===== config.mk =====
export PLATFORM = sky130hd
export DESIGN_NAME = lmtp_div
export DESIGN_NICKNAME = d
export VERILOG_FILES = /design/src/rtl/leveled_merge_trigger_policy_macros.svh /design/src/rtl/lmtp_pkg.sv /design/src/rtl/lmtp_div.sv
export SDC_FILE = /design/constraint.sdc
export NUM_CORES = 1
export LEC_CHECK = 0
export BUFFER_PORTS_ARGS = -buffer_cell sky130_fd_sc_hd__clkbuf_2
export CAP_MARGIN = 15
export CORE_MARGIN = 2
export CORE_UTILIZATION = 35
export CTS_CLUSTER_DIAMETER = 150
export DETAILED_ROUTE_END_ITERATION = 8
export GPL_ROUTABILITY_DRIVEN = 0
export PLACE_DENSITY = 0.63
export SLEW_MARGIN = 0
export SYNTH_ARGS = -nofsm -noshare
export SYNTH_HDL_FRONTEND = slang
export SYNTH_SLANG_ARGS = --single-unit

===== constraint.sdc =====
create_clock -name clk -period 2.4 [get_ports clk]
set_input_delay 0 -clock clk [delete_from_list [all_inputs] [get_ports clk]]
set_output_delay 0 -clock clk [all_outputs]
set_load 0.03 [all_outputs]

===== src/rtl/leveled_merge_trigger_policy_macros.svh =====
// Assertion macros for the leveled merge trigger policy
`ifndef LEVELED_MERGE_TRIGGER_POLICY_MACROS_SVH
`define LEVELED_MERGE_TRIGGER_POLICY_MACROS_SVH

// same-cycle implication
`define LMTP_ASSERT_NOW(label, ante, cons) \
    label: assert property (@(posedge clk) disable iff (!rst_n) (ante) |-> (cons)) \
        else $error("lmtp assertion failed");

// next-cycle implication
`define LMTP_ASSERT_NEXT(label, ante, cons) \
    label: assert property (@(posedge clk) disable iff (!rst_n) (ante) |=> (cons)) \
        else $error("lmtp assertion failed");

`endif


===== src/rtl/lmtp_pkg.sv =====
// Shared types, constants and helpers of the leveled merge trigger policy
package lmtp_pkg;

    localparam int LEVEL_COUNT_DEF     = 32;
    localparam int SLOTS_PER_LEVEL_DEF = 32;
    localparam int CASCADE_LIMIT_DEF   = 3;

    localparam int SIZE_W  = 48;
    localparam int FILL_W  = 6;
    localparam int LEVEL_W = 5;
    localparam int ID_W    = 16;
    localparam int DOCS_W  = 32;
    localparam int CFG_W   = 16;

    localparam logic [SIZE_W-1:0] SAT48   = {SIZE_W{1'b1}};
    localparam logic [SIZE_W:0]   POW_SAT = {1'b1, {SIZE_W{1'b0}}};

    localparam logic [4:0]  MERGE_FACTOR_RST    = 5'd3;
    localparam logic [15:0] SIZE_DIVISOR_RST    = 16'd1;
    localparam logic [4:0]  COLLISION_COUNT_RST = 5'd3;

    localparam logic [1:0] CFG_MERGE_FACTOR    = 2'd0;
    localparam logic [1:0] CFG_SIZE_DIVISOR    = 2'd1;
    localparam logic [1:0] CFG_COLLISION_COUNT = 2'd2;

    typedef enum logic [3:0] {
        S_IDLE,
        S_DIV,
        S_LVL,
        S_RD,
        S_MLVL,
        S_MCHK,
        S_COPY,
        S_ESTART,
        S_EMIT
    } state_t;

    typedef struct packed {
        logic [FILL_W-1:0] fill;
        logic [SIZE_W-1:0] total;
    } meta_t;

    typedef struct packed {
        logic               done;
        logic [LEVEL_W-1:0] lvl;
    } lvl_stat_t;

    function automatic logic [SIZE_W-1:0] add_sat(logic [SIZE_W-1:0] a, logic [SIZE_W-1:0] b);
        logic [SIZE_W:0] s;
        s = {1'b0, a} + {1'b0, b};
        return s[SIZE_W] ? SAT48 : s[SIZE_W-1:0];
    endfunction

endpackage


===== src/rtl/lmtp_div.sv =====
// Restoring divider, one quotient bit per cycle
module lmtp_div
    import lmtp_pkg::*;
(
    input  logic        clk,
    input  logic        rst_n,
    input  logic        start,
    input  logic [33:0] dividend,
    input  logic [16:0] divisor,
    output logic        done,
    output logic [33:0] quotient
);

    logic [33:0] quo_reg, quo_next;
    logic [16:0] rem_reg, rem_next;
    logic [16:0] dvs_reg;
    logic [5:0]  cnt_reg, cnt_next;
    logic        busy_reg, busy_next;
    logic        done_reg, done_next;
    logic [17:0] rem_sh;

    always_comb
    begin
        rem_sh    = {rem_reg, quo_reg[33]};
        quo_next  = quo_reg;
        rem_next  = rem_reg;
        cnt_next  = cnt_reg;
        busy_next = busy_reg;
        done_next = 1'b0;
        if (start)
        begin
            quo_next  = dividend;
            rem_next  = '0;
            cnt_next  = 6'd34;
            busy_next = 1'b1;
        end
        else if (busy_reg)
        begin
            if (rem_sh >= {1'b0, dvs_reg})
            begin
                rem_next = 17'(rem_sh - {1'b0, dvs_reg});
                quo_next = {quo_reg[32:0], 1'b1};
            end
            else
            begin
                rem_next = rem_sh[16:0];
                quo_next = {quo_reg[32:0], 1'b0};
            end
            cnt_next = cnt_reg - 6'd1;
            if (cnt_reg == 6'd1)
            begin
                busy_next = 1'b0;
                done_next = 1'b1;
            end
        end
    end

    always_ff @(posedge clk or negedge rst_n)
    begin
        if (!rst_n)
        begin
            busy_reg <= 1'b0;
            done_reg <= 1'b0;
            cnt_reg  <= '0;
        end
        else
        begin
            busy_reg <= busy_next;
            done_reg <= done_next;
            cnt_reg  <= cnt_next;
        end
    end

    always_ff @(posedge clk)
    begin
        quo_reg <= quo_next;
        rem_reg <= rem_next;
        if (start)
        begin
            dvs_reg <= divisor;
        end
    end

    assign done     = done_reg;
    assign quotient = quo_reg;

endmodule


==> key figures, run 1 <==
Status
  – Status: finished with violations
  – Failing checks: negative setup slack

Clocking
  – CTS Sinks: 76
  – Clock root buffer: clkbuf_8
  – CTS clock-pin slew for the worst setup and hold paths: 0.09 ns
  – Num CTS Buffers: 9
  – CTS tree: yes
  – CTS Buffer Depth: 2
  – Worst skew pair latency: roughly 0.35 ns
  – Htree depth: 3

Pwr
  – Peak supply drop: a little over 0.4 mV
  – Leak: 0.00244 µW
  – PD cells: 644 nW/µm²

Placement
  – DP HPWL: 6280 µm
  – I/O Buffers: 88
  – Placed Instances: 568

Timing
  – Fin crit share: 102%
  – Worst-case clock skew: 0.00827 ns
  – FMAX: roughly 410 MHz
  – Post-Route Setup TNS: -0.167 ns
  – Final-report setup violation count: 10
  – Tmin final: 2.45 ns
  – RSZ-0062 raised after global routing: yes
  – Slew of the pin with the lowest slew margin: 0.606 ns
  – Slew headroom: 59.5%
  – Final Max Tran Viols: 0
  – PnR worst setup slack: -0.0507 ns
  – Final Hold Viols: 0

GRT
  – Largest net degree at the start of global routing: 30
  – First-pass GRT wire length: approximately 15,000 µm
  – Gr ovfl total: 0
  – Vias in the first global route: between 3,000 and 4,000
  – Initial antenna violation count: 0
  – Tot GR Track Use: about 16%

Synth
  – Number of flops mapped to enable cells by yosys: approximately 50
  – Synth Warn #: 0
  – FFs w/ async S/R, synth: 10.5%
  – Netlist Area Pre-Place: 3920 µm²
  – Syn Nets: about 400
  – Post-synthesis sequential area ratio: 52.8%
  – Synth top area share: 39.0%
  – Syn avg cell area: 11.7 µm²
  – Synth Flop Type: edfxtp_1
  – Synth Register Bits: 76
  – Mapped Cells: 335
  – Post-synth top area cell: edfxtp_1
  – Synth area leaders: edfxtp_1 39%, mux2_2 9.5%, dfxtp_1 8.7%
  – Synth unique cells: 46

Route
  – DRC violations left: 0
  – Vias: about 3,100
  – Final WL: about 9100 µm
  – First drt pass iteration count: 5
  – DRT iter0 DRCs: between 100 and 150
  – WL/cell: approximately 14 µm
  – Vias/cell: 4.89
  – Final ANT Viol Nets: 0

Setup path
  – Crit end category: register
  – Worst setup SP type: register
  – CP Data Arrival Time: 2.68 ns
  – Worst endpoint required time: 2.63 ns
  – Crit Path Class: register to register
  – Crit-path max FO: 7

Cells and area
  – Nets: 568
  – Commonest non-fill, non-tap cell in the layout: clkbuf_2
  – Layout cells sized above 1: 34.5%
  – Commonest cells after routing, fill and taps aside: 88 x clkbuf_2, 52 x dlygate4sd3_1, 51 x edfxtp_1, 33 x mux2_2
  – Finished Layout Cells: about 640
  – Area Overhead vs Synth: 38.7%
  – Max reg flops: 34
  – Antenna Cells: 0

Run
  – Max-Cap Viols: 0

Die
  – Initial core utilization: 36.0%
  – Die height: between 100 and 150 µm
  – Core Region: between 10,000 and 15,000 µm²
  – Std cell rows: 38
  – Boundary pin count: 89
  – Die width: about 110 µm
  – Die area: 12,100 µm²

Min path
  – Worst min path class: input port to asynchronous set/reset pin
Yosys cell counts, types with 2 or more instances:
cell type / n
dfxtp_1: 17
or3_1: 2
mux2_2: 33
o31ai_1: 3
o21ai_1: 9
nand4b_1: 2
mux2i_1: 10
o21ai_0: 10
a21oi_2: 3
clkbuf_1: 9
nand2b_1: 7
xnor2_1: 10
nor3_1: 6
edfxtp_1: 51
a21oi_1: 13
a211oi_1: 11
a32oi_1: 7
nor2_1: 24
and2_1: 2
nand3_1: 4
nor2b_1: 3
ha_1: 19
dfrtp_1: 8
inv_1: 26
nand2_1: 19
xor2_1: 7
logic make-up after synthesis:
group / synth area share [%]
AOI/OAI and AO/OA: 11.4
xor gates and xnor gates: 3.80
adders and majority gates: 6.57
buffers and inverters: 3.86
DFF: 52.8
muxes: 12.3
and+or+nand+nor: 9.28
power by group:
group          switching (µW)  internal, µW
clock network             558           511
registers                76.2          1530
logic                     449           375
worst max-delay path: stages, from the launching register on:
cell and delay [ns]:
edfxtp_1 0.41, inv_2 0.10, ha_4 0.14, inv_2 0.03, fa_2 0.35, a21oi_2 0.16
o211ai_1 0.11, a21oi_2 0.23, o41ai_4 0.12, a21oi_4 0.19, buf_6 0.18, mux2i_1 0.21
a211oi_1 0.09
per-layer routing:
layer | track usage [%] | vias to the layer above | part of all wire, %
met4 | 6.24 | 0 | 1.2
met5 | 0 | - | 0
met3 | 4.86 | 11 | 6.7
met2 | 26.3 | 106 | 49
li1 | - | 1544 | -
met1 | 19.3 | 1465 | 43
final cells by class:
class	count	area, µm²
clock buffer	9	124
clock inverter	7	95.1
fill	976	5450
inverter	26	97.6
multi-input combinational	221	1750
sequential	76	2070
tap	140	175
timing repair buffer	160	1130
what timing repair did:
| item | 4_1_cts | 5_1_grt |
|---|---|---|
| pin swaps | 2 | 11 |
| hold endpoints to repair | 59 | 0 |
| gates resized for setup | 3 | 7 |
| endpoints found under the setup margin | 10 | 18 |
| hold buffers | 52 | 0 |
| setup buffers | 2 | 2 |
metrics by stage:
step	utilization, %	power (µW)	hold WS [ns]	setup slack, ns	cell area [µm²]
floorplan	-	2130	-0.296	-0.211	3930
finish	50.0	3500	0.0181	-0.0507	5440
detailed placement	42.6	2370	-0.135	-0.0687	4630
CTS	49.6	3510	0.00451	0.00147	5400
global route	50.0	3680	0.0410	-0.219	5440
global placement	42.6	2350	-0.143	0.0109	4630
worst paths after layout:
path | start | end | slack [ns] | depth (start not counted)
max | quotient[33]$_DFFE_PP_ | rem_reg[6]$_SDFFE_PP0P_ | -0.05 | 12
min | rst_n | cnt_reg[4]$_DFFE_PN0P_ | 0.02 | 2
max reg2reg | quotient[33]$_DFFE_PP_ | rem_reg[6]$_SDFFE_PP0P_ | -0.05 | 12
min reg2reg | rem_reg[2]$_SDFFE_PP0P_ | rem_reg[2]$_SDFFE_PP0P_ | 0.48 | 2
max in group asynchronous | rst_n | cnt_reg[2]$_DFFE_PN0P_ | 2.19 | 2
min in group clk | start | rem_reg[0]$_SDFFE_PP0P_ | 0.05 | 2
Power figures use the tool's default switching activity.
==> run 2, diff against run 1 <==
- CORE_MARGIN: 2 -> not set
- RECOVER_POWER: not set -> 100
==> run 2 against run 1 <==
  * The run still ends with negative setup slack left
  * Sequential share of layout area increased by 0.72 points
  * Clock-buffer cell count is 2 higher
  * Sequential power about the same
  * Maximum frequency barely moved
  * Combinational power shrank 2%
  * Non-clock buffer count is the same
  * Clock power decreased by 20%
  * Final cell count did not move
  * Register-to-register slack hardly changed
  * Clock skew rose by 0.011 ns
  * Critical path type unchanged
==> key figures, run 2 (same netlist as run 1, synthesis figures left out) <==
GRT
  – Vias in the first global route: 3,223 (-0.22%)
  – Initial antenna violation count: 0 (unchanged)
  – First-pass GRT wire length: 15,100 µm (+1.0%)
  – Tot GR Track Use: 17.1% (+1.2 points)
  – Largest net degree at the start of global routing: 28 (-6.7%)
  – Gr ovfl total: 0 (unchanged)

Placement
  – Placed Instances: 568 (unchanged)
  – DP HPWL: 6290 µm (+0.21%)
  – I/O Buffers: 88 (unchanged)
  – Setup slack at placement: -0.113 ns (-0.0443 ns)

Die
  – Boundary pin count: 89 (unchanged)
  – Std cell rows: 38 (unchanged)
  – Die area: 11,600 µm² (-3.6%)
  – Die height: 108 µm (-1.8%)
  – Die width: 108 µm (-1.8%)
  – Initial core utilization: 36.0% (unchanged)
  – Core Region: 10,900 µm² (unchanged)

Timing
  – Fin crit share: 102% (about the same)
  – Slew of the pin with the lowest slew margin: 1.15 ns (+0.547 ns)
  – RSZ-0062 raised after global routing: yes
  – Worst-case clock skew: 0.0194 ns (+0.0111 ns)
  – Slew headroom: 23.1% (-36 points)
  – Tmin final: 2.45 ns (+0.000609 ns)
  – FMAX: 408 MHz (about the same)
  – PnR worst setup slack: -0.0513 ns (-0.000609 ns)
  – Final Max Tran Viols: 0 (unchanged)
  – Hold Slack: 0.0855 ns (+0.0673 ns)
  – Final-report setup violation count: 14 (+4)
  – Final Hold Viols: 0 (unchanged)

Setup path
  – Worst setup SP type: register
  – Crit Path Class: register to register
  – Worst R2R Path Depth: 11 (-1)
  – WP buf/inv: 2 (-1)
  – Critical path origin: quotient[33]$_DFFE_PP_
  – RR Endpoint: rem_reg[0]$_SDFFE_PP0P_
  – Critical path depth in cells: 11 (-1)
  – Crit-path cells: inv_2 > ha_4 > inv_2 > fa_2 > a21oi_4 > o211ai_1 > a21oi_2 > o41ai_4 > a21oi_4 > mux2_4 > a211oi_1
  – Crit-path max FO: 4 (-3)
  – Worst Setup EP: rem_reg[0]$_SDFFE_PP0P_
  – Worst path max stage delay: 0.40 ns (about the same)
  – Reg2reg start: quotient[33]$_DFFE_PP_
  – CP Data Arrival Time: 2.73 ns (+0.05 ns)
  – Worst endpoint required time: 2.68 ns (+0.05 ns)
  – Crit end category: register
  – CP top delay family: compound AO/OA/AOI/OAI gates
  – Critical path's slowest cell: edfxtp_1
  – Setup slack, reg-to-reg: -0.05 ns (about the same)

Cells and area
  – Area Overhead vs Synth: 36.1%
  – Finished Layout Cells: 639 (unchanged)
  – # fillers: 990 (+1.4%)
  – Layout cells sized above 1: 26.9% (-7.6 points)
  – Max reg flops: 34 (unchanged)
  – Nets: 568 (unchanged)
  – Antenna Cells: 0 (unchanged)
  – Commonest cells after routing, fill and taps aside: 52 x dlygate4sd3_1, 52 x clkbuf_2, 51 x edfxtp_1, 41 x clkbuf_1, 33 x mux2_2

Status
  – Status: finished with violations
  – Failing checks: negative setup slack

Pwr
  – Leak: 0.00230 µW (-5.9%)
  – Post-layout power: 3270 µW (-6.7%)
  – Peak supply drop: 0.430 mV (+6.5%)
  – PD cells: 612 nW/µm² (-4.9%)

Clocking
  – CTS tree: yes
  – Clock root buffer: clkbuf_8
  – Htree depth: 3 (unchanged)
  – CTS clock-pin slew for the worst setup and hold paths: 0.08 ns (about the same)
  – Num CTS Buffers: 9 (unchanged)
  – CTS Sinks: 76 (unchanged)
  – CTS Buffer Depth: 2 (unchanged)
  – Worst skew pair latency: 0.37 ns (+0.02 ns)

Min path
  – Worst min path class: input port to register

Route
  – Vias: 3,116 (-0.32%)
  – DRC violations left: 0 (unchanged)
  – Vias/cell: 4.88 (-0.32%)
  – WL/cell: 14.4 µm (+1.2%)
  – First drt pass iteration count: 4 (-1)
  – Final ANT Viol Nets: 0 (unchanged)
  – Final WL: 9180 µm (+1.2%)
  – DRT iter0 DRCs: 109 (-19%)

Run
  – Max-Cap Viols: 0 (unchanged)
run 2: per-layer routing:
metal | share of wire (%) | global-route usage, % | vias to the layer above
met5 | 0 | 0 | -
met4 | 1.5 | 5.97 | 0
met3 | 5.4 | 5.15 | 14
met2 | 50 | 29.8 | 87
met1 | 43 | 19.9 | 1468
li1 | - | - | 1547
run 2: area by class of cell:
cell class                 instances  area, µm²  share of cell area [%]
sequential                        76       2070                    38.8
clock inverter                     5       31.3                   0.586
multi-input combinational        221       1770                    33.1
inverter                          26       97.6                    1.83
timing repair buffer             160       1060                    19.9
clock buffer                      11        131                    2.46
tap                              140        175                    3.28
run 2: power breakdown:
part / switching (µW) / internal, µW / total, µW
combinational: 450 / 355 / 805
clock: 482 / 372 / 854
sequential: 75.2 / 1530 / 1610
total: 1010 / 2260 / 3270
run 2: how the worst min path moves through the flow:
stage | startpoint | end | depth (start not counted)
2_1_floorplan | rst_n | busy_reg$_DFF_PN0_ | 0
6_report | start | rem_reg[4]$_SDFFE_PP0P_ | 2
3_5_place_dp | rst_n | cnt_reg[1]$_DFFE_PN0P_ | 1
4_1_cts | rst_n | cnt_reg[1]$_DFFE_PN0P_ | 2
3_3_place_gp | rst_n | cnt_reg[0]$_DFFE_PN0P_ | 1
5_1_grt | start | rem_reg[4]$_SDFFE_PP0P_ | 2
run 2: per-stage QoR:
| step | setup TNS, ns | utilization [%] | cell area [µm²] |
|---|---|---|---|
| after floorplan | -2.50 | - | 3930 |
| after global placement | -0.0851 | 42.4 | 4620 |
| after detailed placement | -0.854 | 42.4 | 4620 |
| after CTS | -0.121 | 49.0 | 5330 |
| after global routing | -2.97 | 49.0 | 5340 |
| final | -0.429 | 49.0 | 5340 |
run 2: repair_timing:
action / 4_1_cts / 5_1_grt
resized for setup: 2 / 12
hold endpoints to repair: 59 / 0
hold buffers: 52 / 0
pin swaps: 3 / 8
endpoints found under the setup margin: 15 / 18
setup buffers: 2 / 2
