<file path="config.mk">
export PLATFORM = sky130hd
export DESIGN_NAME = lmtp_lvl
export DESIGN_NICKNAME = d
export VERILOG_FILES = /design/src/rtl/leveled_merge_trigger_policy_macros.svh /design/src/rtl/lmtp_pkg.sv /design/src/rtl/lmtp_lvl.sv
export SDC_FILE = /design/constraint.sdc
export NUM_CORES = 1
export LEC_CHECK = 0
export BUFFER_PORTS_ARGS = -buffer_cell sky130_fd_sc_hd__buf_4
export CORE_MARGIN = 2
export CORE_UTILIZATION = 55
export DETAILED_ROUTE_END_ITERATION = 7
export GPL_TIMING_DRIVEN = 0
export HOLD_SLACK_MARGIN = 0.05
export PLACE_DENSITY = 0.83
export SYNTH_ARGS = -nofsm -noshare
export SYNTH_HDL_FRONTEND = slang
export SYNTH_SLANG_ARGS = --single-unit
</file>
<file path="constraint.sdc">
create_clock -name clk -period 18.08 [get_ports clk]
set_input_delay 3.616 -clock clk [delete_from_list [all_inputs] [get_ports clk]]
set_output_delay 3.616 -clock clk [all_outputs]
set_load 0.02 [all_outputs]
</file>
<file path="src/rtl/leveled_merge_trigger_policy_macros.svh">
// Assertion macros for the leveled merge trigger policy
`ifndef LEVELED_MERGE_TRIGGER_POLICY_MACROS_SVH
`define LEVELED_MERGE_TRIGGER_POLICY_MACROS_SVH

// same-cycle implication
`define LMTP_ASSERT_NOW(label, ante, cons) \
    label: assert property (@(posedge clk) disable iff (!rst_n) (ante) |-> (cons)) \
        else $error("lmtp assertion failed");

// next-cycle implication
`define LMTP_ASSERT_NEXT(label, ante, cons) \
    label: assert property (@(posedge clk) disable iff (!rst_n) (ante) |=> (cons)) \
        else $error("lmtp assertion failed");

`endif

</file>
<file path="src/rtl/lmtp_pkg.sv">
// Shared types, constants and helpers of the leveled merge trigger policy
package lmtp_pkg;

    localparam int LEVEL_COUNT_DEF     = 32;
    localparam int SLOTS_PER_LEVEL_DEF = 32;
    localparam int CASCADE_LIMIT_DEF   = 3;

    localparam int SIZE_W  = 48;
    localparam int FILL_W  = 6;
    localparam int LEVEL_W = 5;
    localparam int ID_W    = 16;
    localparam int DOCS_W  = 32;
    localparam int CFG_W   = 16;

    localparam logic [SIZE_W-1:0] SAT48   = {SIZE_W{1'b1}};
    localparam logic [SIZE_W:0]   POW_SAT = {1'b1, {SIZE_W{1'b0}}};

    localparam logic [4:0]  MERGE_FACTOR_RST    = 5'd3;
    localparam logic [15:0] SIZE_DIVISOR_RST    = 16'd1;
    localparam logic [4:0]  COLLISION_COUNT_RST = 5'd3;

    localparam logic [1:0] CFG_MERGE_FACTOR    = 2'd0;
    localparam logic [1:0] CFG_SIZE_DIVISOR    = 2'd1;
    localparam logic [1:0] CFG_COLLISION_COUNT = 2'd2;

    typedef enum logic [3:0] {
        S_IDLE,
        S_DIV,
        S_LVL,
        S_RD,
        S_MLVL,
        S_MCHK,
        S_COPY,
        S_ESTART,
        S_EMIT
    } state_t;

    typedef struct packed {
        logic [FILL_W-1:0] fill;
        logic [SIZE_W-1:0] total;
    } meta_t;

    typedef struct packed {
        logic               done;
        logic [LEVEL_W-1:0] lvl;
    } lvl_stat_t;

    function automatic logic [SIZE_W-1:0] add_sat(logic [SIZE_W-1:0] a, logic [SIZE_W-1:0] b);
        logic [SIZE_W:0] s;
        s = {1'b0, a} + {1'b0, b};
        return s[SIZE_W] ? SAT48 : s[SIZE_W-1:0];
    endfunction

endpackage

</file>
<file path="src/rtl/lmtp_lvl.sv">
// Level search: floor(log_m(size)) with saturating powers, one power per cycle
module lmtp_lvl
    import lmtp_pkg::*;
#(
    parameter int TOP_LEVEL = 31
)
(
    input  logic              clk,
    input  logic              rst_n,
    input  logic              start,
    input  logic [SIZE_W-1:0] size,
    input  logic [4:0]        factor,
    output lvl_stat_t         stat
);

    logic               busy_reg;
    logic [SIZE_W-1:0]  size_reg;
    logic [SIZE_W:0]    p_reg;
    logic [LEVEL_W-1:0] lvl_reg;
    logic [53:0]        prod;
    logic [SIZE_W:0]    pn;
    logic               fin;

    always_comb
    begin
        prod = {5'b0, p_reg} * {49'b0, factor};
        pn   = (prod > 54'(POW_SAT)) ? POW_SAT : prod[SIZE_W:0];
        fin  = (size_reg == '0) || (32'(lvl_reg) == TOP_LEVEL) || ({1'b0, size_reg} < pn);
    end

    always_ff @(posedge clk or negedge rst_n)
    begin
        if (!rst_n)
        begin
            busy_reg <= 1'b0;
        end
        else if (start)
        begin
            busy_reg <= 1'b1;
        end
        else if (busy_reg && fin)
        begin
            busy_reg <= 1'b0;
        end
    end

    always_ff @(posedge clk)
    begin
        if (start)
        begin
            size_reg <= size;
            p_reg    <= 49'd1;
            lvl_reg  <= '0;
        end
        else if (busy_reg && !fin)
        begin
            p_reg   <= pn;
            lvl_reg <= lvl_reg + 5'd1;
        end
    end

    assign stat.done = busy_reg && fin;
    assign stat.lvl  = lvl_reg;

endmodule

</file>
==> results of run 1 <==
-- kinds of logic after synthesis --
logic type,after synthesis
AOI/OAI and AO/OA,283
xor gates and xnor gates,46
buffers and inverters,209
and+or+nand+nor,563
DFF,103
muxes,6
adders and majority gates,252
-- critical path, delay by kind of cell --
family | cells | cell delay (ns)
AND/OR/NAND/NOR | 8 | 1.46
buffers and inverters | 5 | 1.63
adder cells (fa/ha/maj) | 5 | 2.30
AO/OA/AOI/OAI | 12 | 4.13
XOR/XNOR | 1 | 0.23
-- report_power, final --
| group | switching, µW | internal [µW] |
|---|---|---|
| sequential | 39.9 | 275 |
| clock | 99.8 | 105 |
| combinational | 453 | 292 |
-- per-layer routing --
metal  global-route usage, %  up-vias
met5                       0        -
met3                    4.27       88
met4                    10.7        0
met1                    42.9     5423
met2                    48.9      481
li1                        -     5121
-- worst paths after layout --
kind                            startpoint          to  slack (ns)  depth (start not counted)
worst max-delay path             factor[4]     stat[5]        1.08                         31
worst min-delay path            lvl_reg[3]  lvl_reg[3]        0.53                          2
worst max register to register   p_reg[15]   p_reg[35]        7.32                         30
worst min register to register  lvl_reg[3]  lvl_reg[3]        0.53                          2
max in group asynchronous            rst_n    busy_reg       14.98                          1
min in group asynchronous            rst_n    busy_reg        3.02                          1
-- layout by cell type (no fill, tap or decap), drive strengths merged, types with 7 or more instances in the layout --
cell and count:
o21ai 61, inv 151, nor2 48, and2 196, nor3 12, xor2 20, or4 9, fa 141
buf 64, clkbuf 64, a22o 41, nor4 19, a21o 22, nand3 16, or3 11, edfxtp 48
a21oi 82, dfxtp 54, and3 10, ha 111, nand2b 15, nand2 173, xnor2 26, nand4 36
a21boi 7, o21a 9, a211oi 11, o21bai 8
-- area by class of cell --
| type | count | area (µm²) | share of cell area (%) |
|---|---|---|---|
| plain buffers | 62 | 285 | 2.03 |
| clock buffers | 11 | 254 | 1.80 |
| clock inverters | 5 | 45.0 | 0.320 |
| inverters | 147 | 552 | 3.92 |
| multi-input cells | 1150 | 9580 | 68.0 |
| flip-flops and latches | 103 | 2550 | 18.1 |
| well taps | 319 | 399 | 2.83 |
| repair buffers | 57 | 428 | 3.04 |
-- metrics by stage --
| step | hold slack (ns) | cell area, µm² | std cells | utilization (%) | power, µW |
|---|---|---|---|---|---|
| after global routing | 0.561 | 14100 | 1854 | 60.4 | 1360 |
| after detailed placement | 0.511 | 13800 | 1838 | 59.1 | 1050 |
| after global placement | 0.493 | 13800 | 1838 | 59.1 | 1010 |
| after CTS | 0.520 | 14100 | 1854 | 60.4 | 1250 |
| final | 0.525 | 14100 | 1854 | 60.4 | 1270 |
| after floorplan | 0.476 | 13000 | 1462 | - | 832 |
==> metrics.md, run 1 <==
| Metric | Value |
|---|---|
| Status | finished clean |
| DR WL/cell | roughly 19 µm |
| CP Launch Type | input pin |
| DR top layer | met4 |
| Reg clk slew, reported paths | about 0.07 ns |
| Synth top area share | a little over a fifth |
| Vias in the first global route | approximately 11000 |
| DP Worst Slack | 1.32 ns |
| # resized after CTS | 0 |
| RSZ-0062 raised after global routing | false |
| Ys flop type | dfxtp_1 |
| Fin crit period | ~17 ns |
| # hold bufs at CTS | 0 |
| Synthesized cell area | roughly 0.013 mm² |
| Least-Margin Pin Slew | 1.14 ns |
| Final Hold Fails | 0 |
| Total grt overflow | 0 |
| Placer's final routability congestion estimate | 0.976 |
| Synth warnings | 0 |
| CP Max Fanout | 10 |
| Critical path class | in2out |
| Critical Path AT | 13.38 ns |
| DR iter-0 viols | around 950 |
| Area share of xor/xnor cells in the synthesized design | between 3 and 4% |
| Post-DP HPWL | between 20000 and 30000 µm |
| Fin Clk Skew | between 0.015 and 0.02 ns |
| Peak supply drop | between 0.07 and 0.08 mV |
| CTS Buf Count | 9 |
| Simple-gate share of the synthesized area | a little under a quarter |
| Post-synthesis adder-cell area fraction | between 30% and 40% |
| Via Count | about 11000 |
| Max Cap Viol | 0 |
| Clock Latency Late Sink | between 0.3 and 0.4 ns |
| Post-synth top cells | and2_1, nand2_1, inv_1, fa_1, ha_1 |
| WL met3 | roughly 2700 µm |
| Fraction of registers with async set/reset | less than 1% |
| Fin crit share | approximately 94% |
| Most common cell in the netlist | and2_1 |
| Slew Viols, Final | 0 |
| Initial antenna violation count | 0 |
| Via density per instance | roughly 6.0 |
| First drt pass iteration count | 5 |
| I/O pin total | between 60 and 70 |
| Die W | between 150 and 200 µm |
| Clock sink total | approximately 100 |
| Pwr Density | 89.8 mW/mm² |
| Mapped Nets | 1770 |
| Post-synthesis sequential element count | ~100 |
| Die Footprint | 0.0248 mm² |
| First-pass GRT wire length | slightly below 60000 µm |
| Cell taking the most area after synthesis | fa_1 |
| Wire length on met2 | between 15000 and 20000 µm |
| Area grow syn2layout | 8.69% |
| Hold crit path type | reg2reg |
| Netlist cell types | 73 |
| Post-route ant nets | 0 |
| Sequential area share after synthesis | about a fifth |
| TritonCTS clock tree | done |
| Main combinational cell family by area after synthesis | adder cells |
| Critical Path RT | about 14 ns |
| Die height | 158 µm |
| Deepest clock path buffer count | 2 |
| Crit. End Element | output port |
| DRT Wirelength | roughly 36000 µm |
| Max stage delay on crit path | between 0.8 and 0.9 ns |
| Pin count of the biggest net entering global routing | 50 |
| Number of synthesized flops with an enable pin | between 40 and 50 |
| Compound-Gate Fraction of Synth Area | 14.6% |
| Peak Freq | between 50 and 60 MHz |
| All-layer global routing usage | a little under a third |
| Mapped Avg Cell Area | between 8 and 9 µm² |
| Leak Pwr | ~0.0065 µW |
| Floorplan row count | 56 |
| Setup TNS | 0 ns |
| Mapped Cells | 1462 |
| Main area contributors after synthesis | fa_1, edfxtp_1, ha_1, and2_1, dfxtp_1 |
| Max_slew headroom | a little under a quarter |
| Post-synthesis mux area share | less than 1% |
| Cell mode on critical path | o21ai_0 |
| Starting density of the core | between 50 and 60% |
| Share of layout cells above drive strength 1 | between 7 and 8% |
| Core box area | 0.0233 mm² |
| Diode count | 0 |
| Clk root buf | clkbuf_16 |
| Fill cell count | between 1500 and 2000 |
| Max reg flops | approximately 50 |
| Setup bufs post-CTS | 0 |
| WL met1 | between 15000 and 20000 µm |
| # setup viols final | 0 |
| Slowest CP cell | a2111oi_0 |
| Htree depth | 3 |
| I/O Buffers | 57 |
| DRC viols | 0 |
| Final Net Count | between 1500 and 2000 |
| PnR worst setup slack | 1.08 ns |
Note: power is estimated with default switching activity, not from simulation.
==> run 2, diff against run 1 <==
--- a/config.mk
+++ b/config.mk
@@ -5,13 +5,14 @@
 export SDC_FILE = /design/constraint.sdc
 export NUM_CORES = 1
 export LEC_CHECK = 0
-export BUFFER_PORTS_ARGS = -buffer_cell sky130_fd_sc_hd__buf_4
+export ABC_AREA = 1
+export BUFFER_PORTS_ARGS = -buffer_cell sky130_fd_sc_hd__clkbuf_2
 export CORE_MARGIN = 2
 export CORE_UTILIZATION = 55
 export DETAILED_ROUTE_END_ITERATION = 7
 export GPL_TIMING_DRIVEN = 0
 export HOLD_SLACK_MARGIN = 0.05
-export PLACE_DENSITY = 0.83
+export PLACE_DENSITY = 0.82
 export SYNTH_ARGS = -nofsm -noshare
 export SYNTH_HDL_FRONTEND = slang
 export SYNTH_SLANG_ARGS = --single-unit
==> constraint.sdc (replaced) <==
create_clock -name clk -period 18.7 [get_ports clk]
set_input_delay 3.74 -clock clk [delete_from_list [all_inputs] [get_ports clk]]
set_output_delay 3.74 -clock clk [all_outputs]
set_load 0.02 [all_outputs]
==> run 2 against run 1 <==
- clock power grew 2%
- flip-flop and latch count is the same
- sequential share of layout area shrank 2.4 points
- non-clock buffer count shrank 6
- worst setup slack gained 1.7 ns
- synthesized cell count grew 62%
- clock skew grew 0.0061 ns
- sequential power grew 17%
- combinational power grew to 3.0 times the previous value
==> metrics.md, run 2 <==
| Metric | Value |
|---|---|
| Status | finished clean |
| Main area contributors after synthesis | nand2_1, fa_1, inv_1, edfxtp_1, ha_1 |
| Clk root buf | clkbuf_16 |
| Ys flop type | dfxtp_1 |
| Leak Pwr | 0.00997 µW (+54%) |
| Final Net Count | 2750 (+50%) |
| Max reg flops | 49 (unchanged) |
| Critical Path AT | 12.15 ns (-1.23 ns) |
| Floorplan row count | 60 (+7.1%) |
| # resized after CTS | 0 (unchanged) |
| R2R setup slack | 10.71 ns (+3.39 ns) |
| Critical Path Source | factor[3] |
| First drt pass iteration count | 6 (+1) |
| Fin crit period | 15.89 ns |
| Max stage delay on crit path | 0.78 ns (-0.11 ns) |
| TritonCTS clock tree | done |
| First-pass GRT wire length | 73800 µm (+25%) |
| Critical Path RT | 14.96 ns (+0.50 ns) |
| Pwr Density | 174 mW/mm² (+93%) |
| CP Launch Type | input pin |
| Via Count | 14800 (+34%) |
| Reg clk slew, reported paths | 0.08 ns (about the same) |
| Synthesized cell area | 0.0152 mm² (+17%) |
| DRC viols | 0 (unchanged) |
| Starting density of the core | 56.3% (+0.71 points) |
| Fill cell count | 2620 (+34%) |
| Vias in the first global route | 14200 (+26%) |
| Via density per instance | 5.32 (-11%) |
| Clock Latency Late Sink | 0.38 ns (about the same) |
| WHS Path Cells | 2 (unchanged) |
| Post-synthesis sequential element count | 103 (unchanged) |
| Mapped Nets | 2682 (+52%) |
| Number of synthesized flops with an enable pin | 48 (unchanged) |
| Setup bufs post-CTS | 0 (unchanged) |
| Cell taking the most area after synthesis | nand2_1 |
| Pin count of the biggest net entering global routing | 52 (+4.0%) |
| Mapped Cells | 2374 (+62%) |
| Clock sink total | 103 (unchanged) |
| Netlist cell types | 45 (-38%) |
| Reg2Reg Launch Point | p_reg[17] |
| WHS Endpoint | lvl_reg[4] |
| Die height | 170 µm (+8.1%) |
| Most common cell in the netlist | nand2_1 |
| Max Cap Viol | 0 (unchanged) |
| Die Footprint | 0.0290 mm² (+17%) |
| Critical path class | in2out |
| Peak Freq | between 60 and 70 MHz |
| Cell mode on critical path | nand3_1 |
| Final Hold Fails | 0 (unchanged) |
| Peak supply drop | 0.133 mV (+67%) |
| Most common cell after layout, fill and taps aside | nand2_1 |
| RR Endpoint | p_reg[35] |
| Hold crit path type | reg2reg |
| Slew Viols, Final | 0 (unchanged) |
| Area occupied by multi-input gates | 0.0101 mm² (+5.3%) |
| CP Max Fanout | 10 (unchanged) |
| All-layer global routing usage | 33.4% (+2.8 points) |
| Crit. End Element | output port |
| CTS Buf Count | 9 (unchanged) |
| DR WL/cell | 16.7 µm (-13%) |
| Fin Clk Skew | 0.0215 ns (+0.00611 ns) |
| Post-DP HPWL | 39700 µm (+35%) |
| # hold bufs at CTS | 0 (unchanged) |
| DRT Wirelength | 46500 µm (+31%) |
| Commonest non-fill, non-tap cells in the layout | nand2_1, inv_1, nor2_1 |
| Fraction of registers with async set/reset | 0.971% (unchanged) |
| Slowest CP cell | buf_1 |
| Register area | 0.00255 mm² (unchanged) |
| Total grt overflow | 0 (unchanged) |
| Core box area | 0.0270 mm² (+16%) |
| RSZ-0062 raised after global routing | false |
| Sequential area share after synthesis | 16.8% (-2.9 points) |
| Mapped Avg Cell Area | 6.40 µm² (-28%) |
| # setup viols final | 0 (unchanged) |
| Htree depth | 3 (unchanged) |
| DR iter-0 viols | 1443 (+53%) |
| Worst Hold Slack | 0.500 ns (-0.0250 ns) |
| Post-route ant nets | 0 (unchanged) |
| Area grow syn2layout | 6.83% |
| R2r worst-path depth | 38 (+27%) |
| Fin crit share | 85.0% |
| Post-synth top cells | nand2_1, inv_1, nor2_1, fa_1, ha_1 |
| Die W | 170 µm (+8.1%) |
| Finished Cell Area | 0.0162 mm² (+15%) |
| Synth top area share | 20.4% (-1.4 points) |
| Setup TNS | 0 ns (unchanged) |
| Placer's final routability congestion estimate | 1.07 (+10%) |
| Synth warnings | 0 (unchanged) |
| Initial antenna violation count | 1 (+1) |
| Deepest clock path buffer count | 2 (unchanged) |
| Max_slew headroom | 28.6% (+5.3 points) |
| I/O Buffers | 57 (unchanged) |
| I/O pin total | 62 (unchanged) |
| Share of layout cells above drive strength 1 | 5.93% (-1.3 points) |
| Min-delay src | lvl_reg[4] |
| Placed cell area | 0.0159 mm² (+15%) |
| Least-Margin Pin Slew | 1.07 ns (-0.0655 ns) |
==> run 2: changes by cell type after synthesis, sizes merged, moves of 32 or more <==
cell,previous run,this run
and2,196,0
nand3,16,80
a22o,41,0
inv,147,615
nand4,36,68
nor2,48,167
o21ai,61,14
nand2,173,836
==> run 2: critical path, delay by kind of cell <==
family / cells / cell delay (ns)
and+or+nand+nor: 19 / 3.17
buffers and inverters: 9 / 2.50
adders and majority gates: 5 / 2.28
xor gates and xnor gates: 1 / 0.33
AOI/OAI and AO/OA: 1 / 0.08
==> run 2: worst max path at each step <==
stage / slack (ns) / endpoint / cells after the start
2_1_floorplan: 5.13 / stat[5] / 42
3_5_place_dp: 3.00 / stat[5] / 37
6_report: 2.81 / stat[5] / 35
3_3_place_gp: 3.15 / stat[5] / 37
4_1_cts: 2.97 / stat[5] / 37
5_1_grt: 2.47 / stat[5] / 37
==> run 2: metal layers <==
| layer | wire length, µm | track usage, % |
|---|---|---|
| met5 | 0 | 0 |
| met3 | 4810 | 4.47 |
| met4 | 1540 | 11.5 |
| met1 | 20200 | 48.5 |
| met2 | 19900 | 51.3 |
==> run 2: kinds of logic (layout without fill, tap and decap cells) <==
kind of cell    Yosys count  count (layout)  share of synthesized area, %
buf+inv                 674             747                          16.9
other cells               0               2                             0
fa+ha+maj               252             252                          27.7
flops                   103             103                          16.8
simple gates           1195            1195                          32.9
xor+xnor                 14              14                         0.806
compound gates          136             136                          4.91
==> run 2: area by class of cell <==
cell class / count / area share [%]
tap: 341 / 2.63
timing repair buffer: 57 / 1.76
inverter: 618 / 14.3
clock inverter: 7 / 0.593
antenna: 2 / 0.0308
buffer: 56 / 1.55
multi-input combinational: 1597 / 62.1
clock buffer: 9 / 1.39
sequential: 103 / 15.7
==> run 2: power breakdown <==
group / switching (µW) / internal, µW
Combinational: 1500 / 746
Sequential: 78.9 / 289
Clock: 110 / 98.4
Total: 1690 / 1130
==> run 2: per-stage QoR <==
| stage | power [µW] | util, % | std cells | worst slack [ns] |
|---|---|---|---|---|
| floorplan | 1900 | - | 2374 | 5.13 |
| global placement | 2470 | 58.9 | 2772 | 3.15 |
| detailed placement | 2540 | 58.9 | 2772 | 3.00 |
| CTS | 2760 | 60.1 | 2788 | 2.97 |
| global route | 3080 | 60.1 | 2788 | 2.47 |
| finish | 2820 | 60.1 | 2790 | 2.81 |
==> run 3, diff against run 2 <==
--- a/config.mk
+++ b/config.mk
@@ -5,14 +5,14 @@
 export SDC_FILE = /design/constraint.sdc
 export NUM_CORES = 1
 export LEC_CHECK = 0
-export ABC_AREA = 1
+export ABC_AREA = 0
 export BUFFER_PORTS_ARGS = -buffer_cell sky130_fd_sc_hd__clkbuf_2
 export CORE_MARGIN = 2
 export CORE_UTILIZATION = 55
 export DETAILED_ROUTE_END_ITERATION = 7
 export GPL_TIMING_DRIVEN = 0
 export HOLD_SLACK_MARGIN = 0.05
-export PLACE_DENSITY = 0.82
+export PLACE_DENSITY = 0.85
 export SYNTH_ARGS = -nofsm -noshare
 export SYNTH_HDL_FRONTEND = slang
 export SYNTH_SLANG_ARGS = --single-unit
==> constraint.sdc (replaced) <==
create_clock -name clk -period 14 [get_ports clk]
set_input_delay 2.8 -clock clk [delete_from_list [all_inputs] [get_ports clk]]
set_output_delay 2.8 -clock clk [all_outputs]
set_load 0.02 [all_outputs]
==> run 3 against run 2 <==
- worst hold slack improved by 0.015 ns
- flip-flop and latch count unchanged
- register-to-register slack lost 6.6 ns
- power fell by 40%
- clock skew decreased by 0.0095 ns
- design area shrank 13%
- global-route usage is 2.8 points lower
- routed wire length is 22% lower
- largest power group unchanged
==> metrics.md, run 3 (synthesis gave the netlist of run 1 again) <==
| Metric | Value |
|---|---|
| Pwr Density | 119 mW/mm² (-31%) |
| Reg clk slew, reported paths | 0.08 ns (about the same) |
| Critical Path Source | factor[4] |
| CP top delay family | simple AND/OR/NAND/NOR gates |
| Post-route ant nets | 0 (unchanged) |
| TritonCTS clock tree | done |
| Die W | 158 µm (-7.5%) |
| RR Endpoint | p_reg[37] |
| Setup TNS | 0 ns (unchanged) |
| Most common cell after layout, fill and taps aside | and2_1 |
| Final Hold Fails | 0 (unchanged) |
| Final Net Count | 1837 (-33%) |
| Hold crit path type | reg2reg |
| Pin count of the biggest net entering global routing | 50 (-3.8%) |
| I/O pin total | 62 (unchanged) |
| Clock Latency Late Sink | 0.37 ns (about the same) |
| Crit. End Element | output port |
| First drt pass iteration count | 5 (-1) |
| Fin cells | 1855 (-34%) |
| Slew Viols, Final | 0 (unchanged) |
| DR iter-0 viols | 993 (-31%) |
| Die Footprint | 0.0248 mm² (-14%) |
| # setup viols final | 0 (unchanged) |
| DRT Wirelength | 36200 µm (-22%) |
| Die height | 158 µm (-7.5%) |
| I/O Buffers | 57 (unchanged) |
| Critical path class | in2out |
| Share of layout cells above drive strength 1 | 10.0% (+4.1 points) |
| R2R setup slack | 4.14 ns (-6.57 ns) |
| Placed cells | 1838 (-34%) |
| CTS Buf Count | 9 (unchanged) |
| Fin Clk Skew | 0.0120 ns (-0.00948 ns) |
| Max_slew headroom | 26.2% (-2.3 points) |
| Htree depth | 3 (unchanged) |
| Max reg flops | 49 (unchanged) |
| Commonest non-fill, non-tap cells in the layout | and2_1, nand2_1, inv_1 |
| DRC viols | 0 (unchanged) |
| Leak Pwr | 0.00654 µW (-34%) |
| Via Count | 11300 (-24%) |
| Reg2Reg Launch Point | p_reg[4] |
| Fin crit period | 13.74 ns |
| CP Max Fanout | 10 (unchanged) |
| Crit path depth | 30 (-14%) |
| Critical Path RT | 11.20 ns (-3.76 ns) |
| Least-Margin Pin Slew | 1.11 ns (+0.0348 ns) |
| Core box area | 0.0233 mm² (-14%) |
| Critical Path AT | 10.94 ns (-1.21 ns) |
| Status | finished clean |
| DR WL/cell | 19.5 µm (+17%) |
| Deepest clock path buffer count | 2 (unchanged) |
| Fin crit share | 98.1% |
| Fill cell count | 1967 (-25%) |
| CP Launch Type | input pin |
| First-pass GRT wire length | 59100 µm (-20%) |
| Starting density of the core | 55.5% (-0.71 points) |
| CP endpoint | stat[5] |
| Initial antenna violation count | 1 (unchanged) |
| All-layer global routing usage | 30.6% (-2.8 points) |
| Placer's final routability congestion estimate | 1.01 (-5.8%) |
| # hold bufs at CTS | 0 (unchanged) |
| Peak Freq | ~73 MHz |
| Max stage delay on crit path | 0.61 ns (-0.17 ns) |
| Floorplan row count | 56 (-6.7%) |
| Clk root buf | clkbuf_16 |
| Peak supply drop | 0.141 mV (+5.8%) |
| Total grt overflow | 0 (unchanged) |
| R2r worst-path depth | 31 (-18%) |
| Area grow syn2layout | 9.54% |
| Crit path buffers/inverters | 7 (-2) |
| Max Cap Viol | 0 (unchanged) |
| Slowest CP cell | a2111oi_0 |
| Clock sink total | 103 (unchanged) |
| Via density per instance | 6.09 (+14%) |
| Post-DP HPWL | 29300 µm (-26%) |
| Vias in the first global route | 11500 (-19%) |
| WHS Path Cells | 2 (unchanged) |
==> run 3: changes by cell type in the layout (fill, tap and decap cells not counted), moves of 32 or more <==
cell	delta
nand2_1	-665
inv_1	-442
and2_1	+194
nor2_1	-111
nand3_1	-59
o21ai_0	+45
a22o_1	+40
nand4_1	-32
==> run 3: through the flow <==
stage / total power (µW) / hold WS [ns] / cell area (µm²) / setup WS [ns] / util, %
2_1_floorplan: 1070 / 0.476 / 13000 / 0.660 / -
3_3_place_gp: 1300 / 0.487 / 13600 / -0.948 / 58.5
3_5_place_dp: 1340 / 0.508 / 13600 / -0.933 / 58.5
4_1_cts: 1630 / 0.519 / 14000 / 0.0541 / 60.0
5_1_grt: 1810 / 0.556 / 14200 / -0.0167 / 60.8
6_report: 1690 / 0.515 / 14200 / 0.262 / 60.8
==> run 3: cell type report <==
| class | instances | area (µm²) | area share [%] |
|---|---|---|---|
| Sequential cell | 103 | 2550 | 17.9 |
| Multi-Input combinational cell | 1150 | 9740 | 68.6 |
| Buffer | 54 | 307 | 2.16 |
| Antenna cell | 2 | 5.00 | 0.0353 |
| Clock buffer | 11 | 254 | 1.79 |
| Inverter | 147 | 552 | 3.89 |
| Clock inverter | 5 | 46.3 | 0.326 |
| Timing Repair Buffer | 64 | 342 | 2.41 |
| Tap cell | 319 | 399 | 2.81 |
==> run 3: what timing repair did <==
item | in CTS | in global routing
gates resized for setup | 16 | 64
endpoints found under the setup margin | 1 | 1
pin swaps | 1 | 7
setup buffers | 2 | 5
==> run 3: worst min-delay path by stage <==
stage | start | endpoint | slack (ns)
final | lvl_reg[3] | lvl_reg[3] | 0.52
after global routing | lvl_reg[3] | lvl_reg[3] | 0.56
after CTS | lvl_reg[3] | lvl_reg[3] | 0.52
after detailed placement | lvl_reg[3] | lvl_reg[3] | 0.51
after global placement | lvl_reg[3] | lvl_reg[3] | 0.49
after floorplan | p_reg[24] | p_reg[24] | 0.48
==> run 3: layer usage <==
layer | wire length [µm] | GRT usage, % | vias to the layer above
met4 | 1370 | 12.8 | 0
met5 | 0 | 0 | -
met3 | 3010 | 4.85 | 99
met2 | 16800 | 49.1 | 525
li1 | - | - | 5126
met1 | 15000 | 41.3 | 5541
==> run 3: worst register-to-register path: cells and delay by family, from the launching register on <==
family          cells  cell delay (ns)
compound gates      7             2.34
fa+ha+maj           5             2.27
flops               1             0.47
simple gates       11             2.94
xor+xnor            1             0.23
buf+inv             7             1.58
==> run 3: report_power, final <==
| group | leakage (µW) | internal (µW) | total (µW) | switching, µW |
|---|---|---|---|---|
| Sequential | 0.000917 | 356 | 409 | 53.1 |
| Clock | 0.000149 | 135 | 264 | 129 |
| Combinational | 0.00547 | 397 | 1020 | 621 |
